`config.mk`:
```
export PLATFORM = sky130hd
export DESIGN_NAME = sgmpca_front_flat
export DESIGN_NICKNAME = d
export VERILOG_FILES = /design/src/sv/sgmpca_pkg.sv /design/src/sv/sgmpca_in_if.sv /design/src/sv/sgmpca_front.sv /design/src/flat_wrapper.sv
export SDC_FILE = /design/constraint.sdc
export NUM_CORES = 1
export LEC_CHECK = 0
export ABC_AREA = 1
export ABC_CLOCK_PERIOD_IN_PS = 5350
export BUFFER_PORTS_ARGS = -buffer_cell sky130_fd_sc_hd__buf_2
export CORE_MARGIN = 8
export CORE_UTILIZATION = 30
export DETAILED_ROUTE_END_ITERATION = 8
export SYNTH_ARGS = -nofsm -noshare
export SYNTH_HDL_FRONTEND = slang
export SYNTH_SLANG_ARGS = --single-unit
```
`constraint.sdc`:
```
create_clock -name i_clk -period 5.35 [get_ports i_clk]
set_input_delay 1.3375 -clock i_clk [delete_from_list [all_inputs] [get_ports i_clk]]
set_output_delay 1.3375 -clock i_clk [all_outputs]
set_load 0.02 [all_outputs]
```
`src/sv/sgmpca_pkg.sv`:
```
package sgmpca_pkg;

    // path_kind codes
    localparam logic [1:0] PK_ROW  = 2'd0;
    localparam logic [1:0] PK_COL  = 2'd1;
    localparam logic [1:0] PK_DIAG = 2'd2;

    // register indexes
    localparam logic [2:0] REG_PATH_KIND  = 3'd0;
    localparam logic [2:0] REG_SMALL_PEN  = 3'd1;
    localparam logic [2:0] REG_LARGE_PEN  = 3'd2;
    localparam logic [2:0] REG_DISP_COUNT = 3'd3;
    localparam logic [2:0] REG_ROW_LENGTH = 3'd4;

    localparam int CFG_DATA_W = 11;
    localparam int CFG_IDX_W  = 3;

    // descriptor fields sized for the largest supported geometry
    localparam int COL_W  = 12;
    localparam int DISP_W = 8;

    localparam logic [15:0] ALL_ONES = 16'hFFFF;

    typedef struct packed {
        logic [1:0]  path_kind;
        logic [9:0]  small_penalty;
        logic [9:0]  large_penalty;
        logic [6:0]  disparity_count;
        logic [10:0] row_length;
    } t_cfg;

    typedef struct packed {
        logic [7:0]        cost;
        logic [COL_W-1:0]  col;
        logic [COL_W-1:0]  pcol;
        logic [DISP_W-1:0] disp;
        logic              bank;
        logic              pbank;
        logic              boundary;
        logic              last;
        logic              minus_ok;
        logic              plus_ok;
    } t_desc;

    typedef struct packed {
        logic full;
        logic empty;
    } t_queue_status;

endpackage

```
`src/sv/sgmpca_in_if.sv`:
```
interface sgmpca_in_if;
    logic       valid;
    logic       ready;
    logic [7:0] match_cost;
    logic       frame_start;

    modport source (output valid, output match_cost, output frame_start, input ready);
    modport sink   (input valid, input match_cost, input frame_start, output ready);
endinterface

```
`src/sv/sgmpca_front.sv`:
```
module sgmpca_front #(
    parameter int MAX_WIDTH       = 1024,
    parameter int MAX_DISPARITIES = 64
) (
    input  logic                 i_clk,
    input  logic                 i_rst_n,
    input  sgmpca_pkg::t_cfg     i_cfg,
    sgmpca_in_if.sink            s_in,
    input  logic                 i_full,
    output logic                 o_push,
    output sgmpca_pkg::t_desc    o_desc
);
    import sgmpca_pkg::*;

    localparam int CW  = (MAX_WIDTH > 1) ? $clog2(MAX_WIDTH) : 1;
    localparam int DW  = (MAX_DISPARITIES > 1) ? $clog2(MAX_DISPARITIES) : 1;
    localparam int DCW = $clog2(MAX_DISPARITIES + 1) + 1;
    localparam int RLW = $clog2(MAX_WIDTH + 1) + 1;

    logic [CW-1:0]  r_col, n_col;
    logic [DW-1:0]  r_d, n_d;
    logic           r_first, n_first;
    logic           r_bank, n_bank;

    logic [CW-1:0]  col, pcol;
    logic [DW-1:0]  d;
    logic           first, boundary, last, row_end, pbank;
    logic [DCW-1:0] dc, d_inc;
    logic [RLW-1:0] rl, col_inc;

    assign s_in.ready = !i_full;
    assign o_push     = s_in.valid && !i_full;

    always_comb begin
        if (i_cfg.disparity_count == 7'd0) begin
            dc = DCW'(1);
        end else if (DCW'(i_cfg.disparity_count) > DCW'(MAX_DISPARITIES)) begin
            dc = DCW'(MAX_DISPARITIES);
        end else begin
            dc = DCW'(i_cfg.disparity_count);
        end
        if (i_cfg.row_length == 11'd0) begin
            rl = RLW'(1);
        end else if (RLW'(i_cfg.row_length) > RLW'(MAX_WIDTH)) begin
            rl = RLW'(MAX_WIDTH);
        end else begin
            rl = RLW'(i_cfg.row_length);
        end
    end

    always_comb begin
        col     = s_in.frame_start ? '0 : r_col;
        d       = s_in.frame_start ? '0 : r_d;
        first   = s_in.frame_start ? 1'b1 : r_first;
        d_inc   = DCW'(d) + DCW'(1);
        col_inc = RLW'(col) + RLW'(1);
        last    = d_inc >= dc;
        row_end = col_inc >= rl;
        pcol    = col - CW'(col != '0);
        pbank   = ~r_bank;
        unique case (i_cfg.path_kind)
            PK_ROW: begin
                boundary = (col == '0);
                pbank    = r_bank;
            end
            PK_COL: begin
                boundary = first;
                pcol     = col;
            end
            PK_DIAG: boundary = first || (col == '0);
            default: boundary = 1'b1;
        endcase
    end

    always_comb begin
        o_desc.cost     = s_in.match_cost;
        o_desc.col      = COL_W'(col);
        o_desc.pcol     = COL_W'(pcol);
        o_desc.disp     = DISP_W'(d);
        o_desc.bank     = r_bank;
        o_desc.pbank    = pbank;
        o_desc.boundary = boundary;
        o_desc.last     = last;
        o_desc.minus_ok = (d != '0);
        o_desc.plus_ok  = !last;
    end

    always_comb begin
        n_col   = r_col;
        n_d     = r_d;
        n_first = r_first;
        n_bank  = r_bank;
        if (o_push) begin
            n_first = first;
            n_col   = col;
            if (last) begin
                n_d = '0;
                if (row_end) begin
                    n_col   = '0;
                    n_first = 1'b0;
                    n_bank  = ~r_bank;
                end else begin
                    n_col = CW'(col_inc);
                end
            end else begin
                n_d = DW'(d_inc);
            end
        end
    end

    always_ff @(posedge i_clk) begin
        if (!i_rst_n) begin
            r_col   <= '0;
            r_d     <= '0;
            r_first <= 1'b1;
            r_bank  <= 1'b0;
        end else begin
            r_col   <= n_col;
            r_d     <= n_d;
            r_first <= n_first;
            r_bank  <= n_bank;
        end
    end
endmodule

```
`src/flat_wrapper.sv`:
```
// flat-port wrapper written by rule: the top's interface ports become plain ports
module sgmpca_front_flat import sgmpca_pkg::*;
#(
    parameter int MAX_WIDTH       = 1024,
    parameter int MAX_DISPARITIES = 64
)
  (i_clk, i_rst_n, i_cfg, i_full, o_push, o_desc, s_in_valid, s_in_match_cost, s_in_frame_start, s_in_ready);
  sgmpca_in_if s_in_i ();
  input  logic i_clk;
  input  logic i_rst_n;
  input  sgmpca_pkg::t_cfg i_cfg;
  input  logic i_full;
  output logic o_push;
  output sgmpca_pkg::t_desc o_desc;
  input wire logic [$bits(s_in_i.valid)-1:0] s_in_valid;
  input wire logic [$bits(s_in_i.match_cost)-1:0] s_in_match_cost;
  input wire logic [$bits(s_in_i.frame_start)-1:0] s_in_frame_start;
  output wire logic [$bits(s_in_i.ready)-1:0] s_in_ready;
  assign s_in_i.valid = s_in_valid;
  assign s_in_i.match_cost = s_in_match_cost;
  assign s_in_i.frame_start = s_in_frame_start;
  assign s_in_ready = s_in_i.ready;
  sgmpca_front #(.MAX_WIDTH(MAX_WIDTH), .MAX_DISPARITIES(MAX_DISPARITIES)) u_core (.i_clk(i_clk), .i_rst_n(i_rst_n), .i_cfg(i_cfg), .s_in(s_in_i), .i_full(i_full), .o_push(o_push), .o_desc(o_desc));
endmodule
```
==> Word level (Yosys, flattened, before mapping) <==
Cells that the tools add are included.
{ "word_totals": {"out_inout_bits": 48, "latch_bits": 0, "inputBits": 53, "memories": 0, "mem_bits_ro": 0, "word_cells": 40, "mem_bits_rw": 0, "regBits": 18} }
{ "classes": {"n_lt_le_gt_ge": 4, "n_eq_ne": 2, "div_mod_pow": 0, "addsub": 3, "reduce_logical": 11, "n_mul": 0, "bitwise_logic": 1, "mux": 15, "shifts": 0} }
{ "op_table": {"columns": ["op", "n"], "rows": [
  ["$mux 10", 4],
  ["$ge 12x12->1", 1],
  ["$mux 12", 1],
  ["$mux 6", 2],
  ["$add 10x1->11 const B", 1],
  ["$gt 11x11->1 const B", 1],
  ["$logic_not 11->1", 1],
  ["$mux 11", 1],
  ["$logic_not 10->1", 1],
  ["$reduce_bool 10->1", 1],
  ["$sub 10x1->10", 1],
  ["$ge 8x8->1", 1],
  ["$mux 8", 1],
  ["$add 6x1->7 const B", 1],
  ["$gt 7x7->1 const B", 1],
  ["$logic_not 7->1", 1],
  ["$mux 7", 1],
  ["$reduce_bool 6->1", 1],
  ["$mux 1", 4],
  ["$pmux 1 s3", 1],
  ["$reduce_and 3->1", 1],
  ["$eq 2x1->1 const B", 1],
  ["$eq 2x2->1 const B", 1],
  ["$logic_not 1->1", 2],
  ["4 further kinds", 4]
]} }

==> Depth between registers and ports, before layout <==
{ "logic_depth": {"depth_word": 6, "mapped_depth": 19, "depth_no_buf": 19} }

==> Worst setup path before layout <==
OpenSTA, ideal clock, no wires.
{ "synth_path": {"path_type": "input -> output", "start": "input port s_in_frame_start", "end": "output port o_desc[2] (netlist name)", "stages": 11, "arrival_time_ps": 3466, "t_required_ps": 4013, "setup_slack_ps": 547, "n_path_buf": 3, "path_cell_list": "buf_4 -> nor2_1 -> ha_1 -> nand3_1 -> xor2_1 -> ha_1 -> and3_1 -> nand2_1 -> nand3_1 -> clkbuf_1 -> buf_4"} }
{ "synth_rtl": {"columns": ["item", "line_no", "rtl"], "rows": [
  ["start: declaration", "flat_wrapper.sv:17", "input wire logic [$bits(s_in_i.frame_start)-1:0] s_in_frame_start;"],
  ["end: declaration", "flat_wrapper.sv:14", "output sgmpca_pkg::t_desc o_desc;"]
]} }

==> impl_metrics.tcl <==
set metrics [dict create \
    die-area_um2 10300 \
    synth.yosys.warnings 0 \
    synth_edf_count 0 \
    skew_ns 0.00576 \
    place_ws_ns 0.368 \
    cts_tree "yes" \
    drive_gt1_share_pct 20.0 \
    start_util_pct 30.5 \
    report.power.total_uw 433 \
    routed_wl_mm 6.03 \
    final_nets 497 \
    gr-usage-met3_pct 2.61 \
    timing.fmax_mhz 199 \
    yosysSeqAreaShare_pct 16.4 \
    hold_path_end "u_core.r_d[2]$_SDFFE_PN0P_" \
    synth.top_cells.by_count "nand2_1, nor2_1, inv_1" \
    yosys-top-cells-area "dfxtp_1, nand2_1, ha_1" \
    multi_input_area_um2 1470 \
    ios 101 \
    start_kind "primary input" \
    final_antenna_net_count 0 \
    overflow 0 \
    reg2reg_depth 19 \
    vias 2339 \
    synth_top_cell_by_area "dfxtp_1" \
    irDropWorstVdd_v 0.0000669 \
    die_w_um 101 \
    synth_ff_type "dfxtp_1" \
    register_area_um2 360 \
    place_area_um2 2480 \
    hp-start "u_core.r_d[2]$_SDFFE_PN0P_" \
    syn-mean-instance-area_um2 5.86 \
    synthCells 374 \
    crit_type "in -> out" \
    fp.dieH_um 101 \
    maxSlewViolCount 0 \
    grt_max_degree 22 \
    timing.rr.end "u_core.r_bank$_SDFFE_PN0P_" \
    setup_viol 0 \
    clock_path_buffers 2 \
    power.leakage_nw 1.37 \
    grt_first_pass_wirelength_mm 9.67 \
    root_buffer "clkbuf_8" \
    cts.clk_slew.worst_paths_ns 0.07 \
    drt-pass1-iter-count 4 \
    use_met1_pct 14.3 \
    hold_path_class "reg -> reg" \
    finish.instance_area_um2 2540 \
    setup_tns_ns 0 \
    synthMostInstantiatedCell "nand2_1" \
    whs_ns 0.466 \
    numPortBuffers 58 \
    gp_congestion 0.824 \
    place_hpwl_mm 5.06 \
    setup_ws_ns 0.330 \
    clk_latency_ns 0.26 \
    areaGrowthSynthToFinish_pct 15.8 \
    vias_per_cell 4.52 \
    cts_resized 0 \
    maxCapViolCount 0 \
    p_per_area_nw_per_um2 171 \
    grt_pass1_vias 2067 \
    rr_startpoint "u_core.r_col[1]$_SDFFE_PN0P_" \
    crit_path_end_kind "primary output" \
    n_antenna_cell 0 \
    rrSetupSlack_ns 2.22 \
    hold_viol 0 \
    antenna_found_initial 0 \
    drt_iter0_drc 77 \
    cts_buffers 3 \
    globalRouteMet2Util_pct 20.1 \
    post_cts_buffers 0 \
    htreeDepth 1 \
    ctsHoldBuffers 0 \
    drc_errors 0 \
    row_count 31 \
    hold_path_depth 2 \
    crit_start "s_in_frame_start" \
    cts.sinks 18 \
    crit_required_ns 4.01 \
    grt_usage_pct 11.5 \
    syn-cell-area_um2 2190 \
    synth_cell_types 23 \
    post_drt_wl_per_cell_um 11.6 \
    status "finished clean" \
    finalCriticalPeriod_ns 5.02 \
    synthArstFlopShare_pct 0 \
    worst_pin_slew_ns 0.556 \
    ys_ff_latch 18 \
    relSlewSlack_pct 62.9 \
    yosysTopAreaCellShare_pct 16.4 \
    cp_max_fo 13 \
    gr-max-usage-layer "met2" \
    final.period_utilization_pct 93.8 \
    arrival_ns 3.68 \
    coreArea_um2 7180 \
    grt_setup_unrepaired "no" \
    n_fill_cell 792 \
]
[sequential cells by signal, summed over array words and instances, names as in the netlist]
signal          count
u_core.r_d          6
u_core.r_col       10
u_core.r_bank       1
u_core.r_first      1
[layer usage]
| metal | up-vias | part of all wire [%] | wire (um) |
|---|---|---|---|
| met5 | - | 0 | 0 |
| met4 | 0 | 0.36 | 22 |
| met3 | 4 | 6.3 | 379 |
| met2 | 48 | 49 | 2980 |
| met1 | 1048 | 44 | 2650 |
| li1 | 1239 | - | - |
[placed cells by master (no fill, tap or decap), drive strengths merged]
cell / instances
nor4: 3
ha: 24
inv: 58
a21oi: 15
clkbuf: 4
dfxtp: 18
o22ai: 1
nand2: 95
nor2: 58
nand4: 6
nor3: 7
xor2: 12
nand3: 21
o21ai: 26
buf: 61
xnor2: 3
conb: 6
and3: 1
[kinds of logic after synthesis]
family | count (synthesis) | synth area share, %
and+or+nand+nor | 191 | 36.6
buffers and inverters | 83 | 17.5
AOI/OAI and AO/OA | 42 | 9.65
adders and majority gates | 24 | 13.7
DFF | 18 | 16.4
xor gates and xnor gates | 15 | 5.99
other | 1 | 0.171
[per-stage QoR]
stage          util [%]  instances
3_3_place_gp       34.6        514
5_1_grt            35.4        518
3_5_place_dp       34.6        514
4_1_cts            35.4        518
2_1_floorplan         -        379
6_report           35.4        518
[layout make-up]
cell class	instances	area share [%]
timing repair buffer	61	12.3
tap	99	4.88
inverter	58	8.58
sequential	18	14.2
multi-input combinational	278	57.8
clock buffer	4	2.17
[how the worst max path moves through the flow]
stage	depth (start not counted)	end	slack, ns
2_1_floorplan	11	o_desc[2]	0.55
3_3_place_gp	13	o_desc[20]	0.40
3_5_place_dp	13	o_desc[20]	0.37
4_1_cts	13	o_desc[22]	0.36
5_1_grt	13	o_desc[22]	0.10
6_report	13	o_desc[22]	0.33
[report_power, final]
part,internal [mW],switching (mW)
clock network,0.0654,0.0469
registers,0.139,0.00392
logic,0.0571,0.120
total,0.262,0.171
[critical path, stage by stage]
cell	delay, ns
buf_2	0.20
nor2_1	0.32
inv_2	0.10
ha_1	0.21
nand4_1	0.16
ha_1	0.20
ha_1	0.15
inv_1	0.04
nor2_1	0.27
nand3_1	0.20
nor3_2	0.16
xor2_1	0.15
buf_2	0.18
Power figures use the tool's default switching activity.
