===== config.mk =====
export PLATFORM = sky130hd
export DESIGN_NAME = sgmpca_queue
export DESIGN_NICKNAME = d
export VERILOG_FILES = /design/src/sv/sgmpca_pkg.sv /design/src/sv/sgmpca_queue.sv
export SDC_FILE = /design/constraint.sdc
export NUM_CORES = 1
export LEC_CHECK = 0
export ABC_AREA = 1
export BUFFER_PORTS_ARGS = -buffer_cell sky130_fd_sc_hd__buf_4
export CORE_MARGIN = 2
export CORE_UTILIZATION = 45
export DETAILED_ROUTE_END_ITERATION = 8
export GPL_ROUTABILITY_DRIVEN = 1
export PLACE_DENSITY = 0.7
export SYNTH_ARGS = -nofsm -noshare
export SYNTH_HDL_FRONTEND = slang
export SYNTH_SLANG_ARGS = --single-unit

===== constraint.sdc =====
create_clock -name i_clk -period 3.9 [get_ports i_clk]
set_input_delay 0.78 -clock i_clk [delete_from_list [all_inputs] [get_ports i_clk]]
set_output_delay 0.78 -clock i_clk [all_outputs]
set_load 0.01 [all_outputs]

===== src/sv/sgmpca_pkg.sv =====
package sgmpca_pkg;

    // path_kind codes
    localparam logic [1:0] PK_ROW  = 2'd0;
    localparam logic [1:0] PK_COL  = 2'd1;
    localparam logic [1:0] PK_DIAG = 2'd2;

    // register indexes
    localparam logic [2:0] REG_PATH_KIND  = 3'd0;
    localparam logic [2:0] REG_SMALL_PEN  = 3'd1;
    localparam logic [2:0] REG_LARGE_PEN  = 3'd2;
    localparam logic [2:0] REG_DISP_COUNT = 3'd3;
    localparam logic [2:0] REG_ROW_LENGTH = 3'd4;

    localparam int CFG_DATA_W = 11;
    localparam int CFG_IDX_W  = 3;

    // descriptor fields sized for the largest supported geometry
    localparam int COL_W  = 12;
    localparam int DISP_W = 8;

    localparam logic [15:0] ALL_ONES = 16'hFFFF;

    typedef struct packed {
        logic [1:0]  path_kind;
        logic [9:0]  small_penalty;
        logic [9:0]  large_penalty;
        logic [6:0]  disparity_count;
        logic [10:0] row_length;
    } t_cfg;

    typedef struct packed {
        logic [7:0]        cost;
        logic [COL_W-1:0]  col;
        logic [COL_W-1:0]  pcol;
        logic [DISP_W-1:0] disp;
        logic              bank;
        logic              pbank;
        logic              boundary;
        logic              last;
        logic              minus_ok;
        logic              plus_ok;
    } t_desc;

    typedef struct packed {
        logic full;
        logic empty;
    } t_queue_status;

endpackage


===== src/sv/sgmpca_queue.sv =====
module sgmpca_queue (
    input  logic                       i_clk,
    input  logic                       i_rst_n,
    input  logic                       i_push,
    input  sgmpca_pkg::t_desc          i_desc,
    input  logic                       i_pop,
    output sgmpca_pkg::t_desc          o_desc,
    output sgmpca_pkg::t_queue_status  o_status
);
    import sgmpca_pkg::*;

    t_desc      r_mem [2];
    logic       r_wp, r_rp;
    logic [1:0] r_cnt;

    assign o_desc         = r_mem[r_rp];
    assign o_status.full  = (r_cnt == 2'd2);
    assign o_status.empty = (r_cnt == 2'd0);

    always_ff @(posedge i_clk) begin
        if (i_push) begin
            r_mem[r_wp] <= i_desc;
        end
    end

    always_ff @(posedge i_clk) begin
        if (!i_rst_n) begin
            r_wp  <= 1'b0;
            r_rp  <= 1'b0;
            r_cnt <= 2'd0;
        end else begin
            if (i_push) begin
                r_wp <= ~r_wp;
            end
            if (i_pop) begin
                r_rp <= ~r_rp;
            end
            r_cnt <= r_cnt + 2'(i_push) - 2'(i_pop);
        end
    end
endmodule


Yosys cells after proc, flatten, opt, wreduce, memory -nomap -nowiden
Memories as Yosys holds them, arrays and structs flattened. A register that Yosys moved wholly into a read port is not among the register bits.
Index checks and enable logic that the tools add are counted.
Operators by class
  bitwise logic cells: 2
  equal/unequal tests: 1
  reductions and logical operators: 1
  $add $sub $neg: 2
  multiplexer cells: 4
Operators by type and width (count)
  2-to-1 mux 1 bit: 4
  adder 2 x 1 -> 2 bit: 1
  == test 2 bit (second input constant): 1
  zero test 2 bit: 1
  NOT 1 bit: 2
  subtractor 2 x 1 -> 2 bit: 1
Storage, ports and cells
  memories kept: 1
  register bits after elaboration: 4
  input port bits: 50
  memory bits (writable): 92
  logic and storage cells: 14
Memory list
  r_mem: words 2, bits a word 46, read ports 1, clocked after Yosys merged registers in 1, write ports 1, line sgmpca_queue.sv:12  | t_desc r_mem [2];

Depth between registers and ports, before layout
Gate-level depths: netlist of run 1.
  depth in word-level cells: 3
  gate-level depth with buffers: 9

Worst setup path after synthesis of run 1
OpenSTA, ideal clock, no wires.
  path kind: input port to flip-flop
  from: in i_push
  to: mem r_mem[0][0] in the netlist's numbering, enable pin
  cell stages on the path: 2
  arrival: 2.753 ns
  setup time: 0.451 ns
  setup slack: 0.696 ns
  path through: inv_1 -> nor2_1
Between the ends
  longest elaborated chain between the ends: 2
RTL lines
  start, declared: line sgmpca_queue.sv:4  | input logic i_push,
  2-to-1 mux 1 bit: line sgmpca_queue.sv:21  | if (i_push) begin
  2-to-1 mux 1 bit (implied by the code): line sgmpca_queue.sv:22  | r_mem[r_wp] <= i_desc;
  end, declared: line sgmpca_queue.sv:12
No other way between the ends.

==> results of run 1 <==
## cells in the mapped netlist
library cell / instances
edfxtp_1: 92
mux2_4: 40
nor2_1: 9
nand2_1: 8
inv_1: 7
mux2_2: 6
dfxtp_1: 5
buf_12: 4
ha_1: 2
a21oi_1: 1
buf_6: 1
nand3_1: 1
## worst paths after layout
kind | end | cells past startpoint | slack [ns] | startpoint
min | flop | 2 | 0.51 | r_rp
max | o_desc[4] | 2 | 1.27 | flop
max reg2reg | r_mem[1][12] | 2 | 2.26 | r_wp
min reg2reg | flop | 2 | 0.51 | r_rp
## through the flow
stage / instances / power (mW) / instance area (µm²) / hold WS [ns] / util (%)
after detailed placement: 374 / 1.53 / 4550 / 0.490 / 55.9
after floorplan: 176 / 1.40 / 3750 / 0.463 / -
after global routing: 390 / 2.24 / 4750 / 0.528 / 58.4
final: 390 / 2.15 / 4750 / 0.505 / 58.4
after global placement: 374 / 1.52 / 4550 / 0.475 / 55.9
after CTS: 390 / 2.18 / 4750 / 0.506 / 58.4
## worst min-delay path, stage by stage, from the launching register on
cell and delay, ns:
dfxtp_1 0.33, nor2_1 0.06, nor2_1 0.08
## where the power goes
part           leakage (nW)  internal (mW)  switching [mW]
Sequential            0.906           1.20          0.0348
Combinational         0.893          0.162           0.104
Clock                0.0965          0.307           0.341
Total                  1.90           1.67           0.479
## area by class of cell
class                      count  area [µm²]
clock buffer                  10         128
clock inverter                 6        76.3
inverter                       7        26.3
tap                          105         131
timing repair buffer          98         748
sequential                    97        2870
fill                         640        3380
multi-input combinational     67         774
## cells by family (layout without fill, tap and decap cells)
group	after synthesis	count (layout)	share of synthesized area [%]
adder cells (fa/ha/maj)	2	2	0.668
multiplexers	46	46	17.8
flip-flops	97	97	76.4
buffers and inverters	12	121	3.14
AND/OR/NAND/NOR	18	18	1.84
AO/OA/AOI/OAI	1	1	0.133
## metal layers
metal / part of all wire (%) / GRT usage (%) / vias up
met4: 0.68 / 6.52 / 0
met3: 7.0 / 3.72 / 2
li1: - / - / 874
met5: 0 / 0 / -
met1: 42 / 16.0 / 895
met2: 50 / 21.4 / 59
## layout by cell type, fill, tap and decap left out, types with 4 or more instances in the layout
cell type,count
inv_1,6
mux2_2,6
nand2_1,8
dfxtp_1,4
mux2_4,40
edfxtp_1,92
buf_4,97
nor2_1,8
clkbuf_8,9
## registers in the layout, indices dropped and copies added (netlist names), named ones only
signal  flops
r_rp        1
r_wp        1
r_cnt       2
r_mem      92
==> results.toml, run 1 <==
[sta]
drv_slew = 0
finalHoldViolations = 0
finClkSkew_ns = 0.00589
finalSetupTns_ns = 0
slew_headroom_pct = 32.6
rsz0062_at_grt = "no"
max_freq_ghz = 0.380
post-route-period-util_pct = 67.6
fin_crit_ns = 2.63
setup_viol = 0
fin_ws_ns = 1.27
worst_slew_pin_slew_ns = 1.01

[placed_design]
place_ws_ns = 1.62
dpl.hpwl_um = 3870
routabilityCongestion = 0.654
io_buffers = 97

[outcome]
status = "finished, final reports clean"

[die]
start_util_pct = 46.1
ioPinCount = 98
num_rows = 33
core_um2 = 8130
die-area_um2 = 9070
die-height_um = 95.3
die_x_um = 95.3

[logic_synthesis]
syn_nets = 228
syn_inst = 176
synth.distinct_cells = 12
synthTopCellsByArea = "edfxtp_1 (74%), mux2_4 (16%), dfxtp_1 (2.7%)"
yosys.area.top_type = "edfxtp_1"
synth_top_area_share_pct = 73.7
synth-seq-area-share_pct = 76.4
yosys_warnings = 0
syn_area_um2 = 3750
ys_ff_latch = 97
avgSynthCellArea_um2 = 21.3

[global_route]
overflow = 0
grt_start_max_net_pins = 47
antenna_found_initial = 0
grtUsageTotal_pct = 13.1
grt_pass1_wl_um = 8660
grt_pass1_vias = 1760

[routing]
first_pass_iters = 4
ant_nets = 0
drc_errors = 0
routed_via_density = 4.69
num_vias = 1830
drt_iter0_drc = 48
wl_per_cell_um = 15.2
wl_um = 5920

[clocking]
h-tree-depth = 3
cts_made_buffers = 9
post_cts_buffers = 0
postCtsHoldBufs = 0
cts.clk_slew.worst_paths_ns = 0.09
clk_latency_ns = 0.34
clock_path_buffers = 2
cts_tree = "yes"
cts_root_buffer = "clkbuf_8"
ctsResizeCount = 0
cts.sinks = 97

[finish]
antennaDiodeCount = 0
syn_to_final_growth_pct = 26.8
final_layout_size_suffix_gt1_share_pct = 56.8
num-nets-final = 332

[power]
ir_drop_mv = 0.175
power-per-cell-area_nw_per_um2 = 453
p_leak_nw = 1.90

[worst_setup_path]
path_cells = "mux2_2 > buf_4"
path_max_fanout = 46
crit_family = "flip-flops"
path_class = "reg2out"
slowest_stage = "dfxtp_4"
crit_required_ns = 3.12
start_kind = "flop"
cpPeakStageDelay_ns = 0.88
end_kind = "primary output"
arrival_ns = 1.85
critPathBufInv = 1

[flow_run]
cap_viol_max_count = 0

[worst_hold_path]
hold_path.class = "reg2reg"
Power figures use the tool's default switching activity.
==> inputs of run 2 (changes only) <==
Settings changed: ABC_AREA 1 to 0, PLACE_DENSITY 0.7 to 0.72.
Clock period 3.9 ns to 2.3 ns, I/O delays scaled along.
==> results.toml, run 2 <==
[clocking]
cts.clk_slew.worst_paths_ns = 0.10
cts.sinks = 97
cts_tree = "yes"
ctsResizeCount = 0
clk_latency_ns = 0.35
clock_path_buffers = 2
postCtsHoldBufs = 0
post_cts_buffers = 0
h-tree-depth = 3
cts_root_buffer = "clkbuf_8"
cts_made_buffers = 9

[logic_synthesis]
synth-seq-area-share_pct = 76.4
syn_area_um2 = 3750
synth_edf_count = 92
async_flop_share_pct = 0
syn_nets = 216
ys_ff_latch = 97
yosys.area.top_type = "edfxtp_1"
synth_top_flop_cell = "edfxtp_1"
yosys_warnings = 0
yosys-top-cells-count = "edfxtp_1 (92), mux2_4 (40), mux2_2 (6), dfxtp_1 (5)"
avgSynthCellArea_um2 = 22.8
synth.distinct_cells = 14
syn_inst = 164
synthTopCellsByArea = "edfxtp_1 (74%), mux2_4 (16%), dfxtp_1 (2.7%)"
synth.most_common_cell = "edfxtp_1"
synth_top_area_share_pct = 73.7

[sta]
max_freq_ghz = 0.472
setup_viol = 0
drv_slew = 0
fin_crit_ns = 2.12
rsz0062_at_grt = "no"
finalSetupTns_ns = 0
post-route-period-util_pct = 92.0
finClkSkew_ns = 0.00674
worst_slew_pin_slew_ns = 0.458
finalHoldViolations = 0
slew_headroom_pct = 69.4
hold_slack_ns = 0.286

[placed_design]
placed_area_um2 = 4610
routabilityCongestion = 0.653
io_buffers = 97
dpl.hpwl_um = 4150

[worst_setup_path]
end_kind = "primary output"
path_class = "reg2out"
arrival_ns = 1.66
start_kind = "flop"
path_max_fanout = 23
crit_required_ns = 1.84

[finish]
fin_area_um2 = 4840
final_cell_mix = "buf_4 (98), edfxtp_1 (92), mux2_4 (40)"
regMostFlops = "r_mem"
num-nets-final = 324
nFillCells = 612
final_util_pct = 59.5
mostFrequentLayoutCell = "buf_4"
antennaDiodeCount = 0
final_layout_size_suffix_gt1_share_pct = 60.3
reg_top3 = "r_mem x92, r_cnt x2"
largest_reg_flops = 92
syn_to_final_growth_pct = 29.2

[worst_hold_path]
hold_path.class = "in2reg"

[power]
sequentialPowerShare_pct = 53.6
power.share.clock_pct = 32.0
sw_frac_of_total_pct = 22.3
p_leak_nw = 1.92
ir_drop_mv = 0.461
p_sw_mw = 0.863
intPower_mw = 3.01
power-per-cell-area_nw_per_um2 = 800
power_mw = 3.87
pwr-share-comb_pct = 14.4

[global_route]
grt_pass1_vias = 1779
grtUsageTotal_pct = 13.9
grt_start_max_net_pins = 39
antenna_found_initial = 0
overflow = 0
grt_pass1_wl_um = 9030

[die]
die_x_um = 95.3
die-height_um = 95.3
core_um2 = 8130
num_rows = 33
start_util_pct = 46.1
ioPinCount = 98
die-area_um2 = 9070

[routing]
drc_errors = 0
wl_per_cell_um = 16.0
ant_nets = 0
num_vias = 1807
routed_via_density = 4.73
first_pass_iters = 4
wl_um = 6110
drt_iter0_drc = 63

[outcome]
status = "finished, final reports clean"

[flow_run]
cap_viol_max_count = 0
[run 2: cell types whose count changed after synthesis, moves of 4 or more]
| cell | change |
|---|---|
| inv_1 | -5 |
| and2_1 | +4 |
| nor2_1 | -8 |
| nor2b_1 | +4 |
| nand2_1 | -8 |
[run 2: area by class of cell]
| cell class | instances | area, µm² | share of cell area [%] |
|---|---|---|---|
| Sequential cell | 97 | 2860 | 59.1 |
| Clock inverter | 7 | 106 | 2.20 |
| Tap cell | 105 | 131 | 2.71 |
| Multi-Input combinational cell | 60 | 795 | 16.4 |
| Timing Repair Buffer | 102 | 816 | 16.8 |
| Inverter | 2 | 7.51 | 0.155 |
| Clock buffer | 9 | 124 | 2.56 |
[run 2: final timing paths]
kind	startpoint	to	slack, ns	cells after the start
max	flop	o_desc[36]	0.18	3
min	i_desc[26]	r_mem[0][26]	0.29	1
max reg2reg	r_wp	r_mem[1][17]	0.90	2
min reg2reg	r_rp	flop	0.59	2
[run 2: routing by layer]
layer,part of all wire [%],global-route usage (%)
met2,54,24.1
met3,4.0,3.95
met5,0,0
met4,0.90,5.43
met1,41,16.3
[run 2: per-stage QoR]
step                      std cells  setup WS [ns]
final                           382          0.183
after global routing            382         0.0987
after CTS                       382          0.143
after detailed placement        366          0.544
after global placement          366          0.549
after floorplan                 164          0.178
[run 2: power by group through the flow]
stage / sequential (mW) / clock (mW) / combinational (mW)
6_report: 2.08 / 1.24 / 0.559
4_1_cts: 2.08 / 1.27 / 0.569
3_3_place_gp: 2.11 / 0 / 0.560
2_1_floorplan: 2.10 / 0 / 0.330
5_1_grt: 2.09 / 1.35 / 0.601
3_5_place_dp: 2.12 / 0 / 0.567
[run 2: cell families after synthesis]
family                   Yosys count  synth area share, %
flip-flops                        97                 76.4
multiplexers                      46                 17.8
AND/OR/NAND/NOR                    9                 1.44
adder cells (fa/ha/maj)            2                0.668
XOR/XNOR                           2                0.835
buffers and inverters              7                 2.64
AO/OA/AOI/OAI                      1                0.200
[run 2: worst max-delay path: stages, from the launching register on]
cell and delay [ns]:
dfxtp_2 0.56, buf_12 0.27, mux2_4 0.32, buf_4 0.14
==> inputs of run 3 (changes only) <==
Settings changed: SETUP_SLACK_MARGIN set to 0.4.
==> results.toml, run 3 (synthesis results as in run 2) <==
[clocking]
postCtsHoldBufs = 0
clock_path_buffers = 2
post_cts_buffers = 0
cts_made_buffers = 9
cts.clk_slew.worst_paths_ns = 0.09
h-tree-depth = 3
cts_root_buffer = "clkbuf_8"
cts_tree = "yes"
clk_latency_ns = 0.35
cts.sinks = 97

[power]
power-per-cell-area_nw_per_um2 = 781
p_leak_nw = 1.94
intPower_mw = 2.99
sequentialPowerShare_pct = 54.5
power.share.clock_pct = 30.2
pwr-share-comb_pct = 15.4
p_sw_mw = 0.817
sw_frac_of_total_pct = 21.5
ir_drop_mv = 0.423

[finish]
syn_to_final_growth_pct = 30.2
final_cell_mix = "buf_4 (100), edfxtp_1 (92), mux2_4 (40)"
antennaDiodeCount = 0
largest_reg_flops = 92
fin_area_um2 = 4880
mostFrequentLayoutCell = "buf_4"
nFillCells = 606
num-nets-final = 327
final_layout_size_suffix_gt1_share_pct = 60.4
reg_top3 = "r_mem x92, r_cnt x2"
regMostFlops = "r_mem"

[worst_setup_path]
start_kind = "flop"
path_class = "reg2out"
rrSetupSlack_ns = 1.01
path_max_fanout = 12
end_kind = "primary output"
crit_required_ns = 1.84
r2r-start = "r_cnt[0]"
timing.rr.end = "r_cnt[1]"
r2r_cells = 6
arrival_ns = 1.43

[die]
die-area_um2 = 9070
num_rows = 33
ioPinCount = 98
die-height_um = 95.3
die_x_um = 95.3
start_util_pct = 46.1
core_um2 = 8130

[flow_run]
cap_viol_max_count = 0

[sta]
rsz0062_at_grt = "yes"
slew_headroom_pct = 73.6
finalHoldViolations = 0
finClkSkew_ns = 0.0108
post-route-period-util_pct = 82.1
max_freq_ghz = 0.530
fin_ws_ns = 0.412
finalSetupTns_ns = 0
fin_crit_ns = 1.89
worst_slew_pin_slew_ns = 0.396
drv_slew = 0
setup_viol = 0

[routing]
wl_met2_um = 3520
drc_errors = 0
wl_per_cell_um = 16.6
routed_via_density = 4.71
num_vias = 1813
first_pass_iters = 4
drt_iter0_drc = 74
wl_met1_um = 2470
ant_nets = 0
route.met3.wl_um = 302
wl_um = 6410
maxUsedRoutingLayer = "met4"

[global_route]
grt_pass1_vias = 1816
grt_start_max_net_pins = 27
grt_pass1_wl_um = 9050
antenna_found_initial = 0
overflow = 0
grtUsageTotal_pct = 14.2

[placed_design]
io_buffers = 97
routabilityCongestion = 0.722
placed_area_um2 = 4580
place_ws_ns = 0.632

[worst_hold_path]
worstHoldStart = "i_desc[31]"
holdPathEnd = "r_mem[0][31]"
hold_path.class = "in2reg"
holdPathStages = 1

[outcome]
status = "finished, final reports clean"
[run 3: changes by cell type in the layout (fill, tap and decap cells not counted), sizes merged]
cell	before	now
buf	102	103
bufinv	2	1
clkbuf	9	15
inv	6	3
[run 3: through the flow]
step / power [mW] / utilization, % / hold WS [ns] / cells
finish: 3.81 / 60.0 / 0.288 / 385
global placement: 2.66 / 56.3 / 0.564 / 367
detailed placement: 2.67 / 56.3 / 0.593 / 367
CTS: 3.83 / 59.3 / 0.269 / 383
global route: 3.95 / 60.0 / 0.268 / 385
floorplan: 2.43 / - / 0.555 / 164
[run 3: cell type report]
type                            instances  area [µm²]  share of cell area [%]
Clock buffer                           13         169                    3.46
Inverter                                2        7.51                   0.154
Multi-Input combinational cell         60         795                    16.3
Sequential cell                        97        2870                    58.8
Timing Repair Buffer                  105         861                    17.7
Tap cell                              105         131                    2.69
Clock inverter                          3        47.5                   0.975
[run 3: critical path: stages (launching register included)]
cell,delay (ns)
dfxtp_4,0.42
buf_12,0.17
mux2_2,0.35
buf_4,0.14
[run 3: how the worst max path moves through the flow]
| stage | endpoint | slack [ns] | cells after the start |
|---|---|---|---|
| after CTS | o_desc[2] | 0.37 | 3 |
| after floorplan | r_mem[0][0] | 0.69 | 1 |
| final | o_desc[3] | 0.41 | 3 |
| after global routing | o_desc[4] | 0.36 | 3 |
| after global placement | o_desc[45] | 0.65 | 3 |
| after detailed placement | o_desc[3] | 0.63 | 3 |
[run 3: power groups by stage]
stage                     Combinational [mW]  Sequential (mW)  Clock, mW
after floorplan                        0.332             2.10          0
after global placement                 0.555             2.10          0
after detailed placement               0.565             2.11          0
after CTS                              0.578             2.07       1.18
after global routing                   0.627             2.08       1.24
final                                  0.585             2.07       1.15
[run 3: repair_timing]
action	4_1_cts	5_1_grt
cloned	0	2
resized for setup	6	1
setup endpoints to repair	46	46
[run 3: routing by layer]
metal	vias to the layer above	global-route usage, %
li1	859	-
met1	892	15.9
met2	52	24.6
met3	10	3.64
met4	0	7.61
met5	-	0
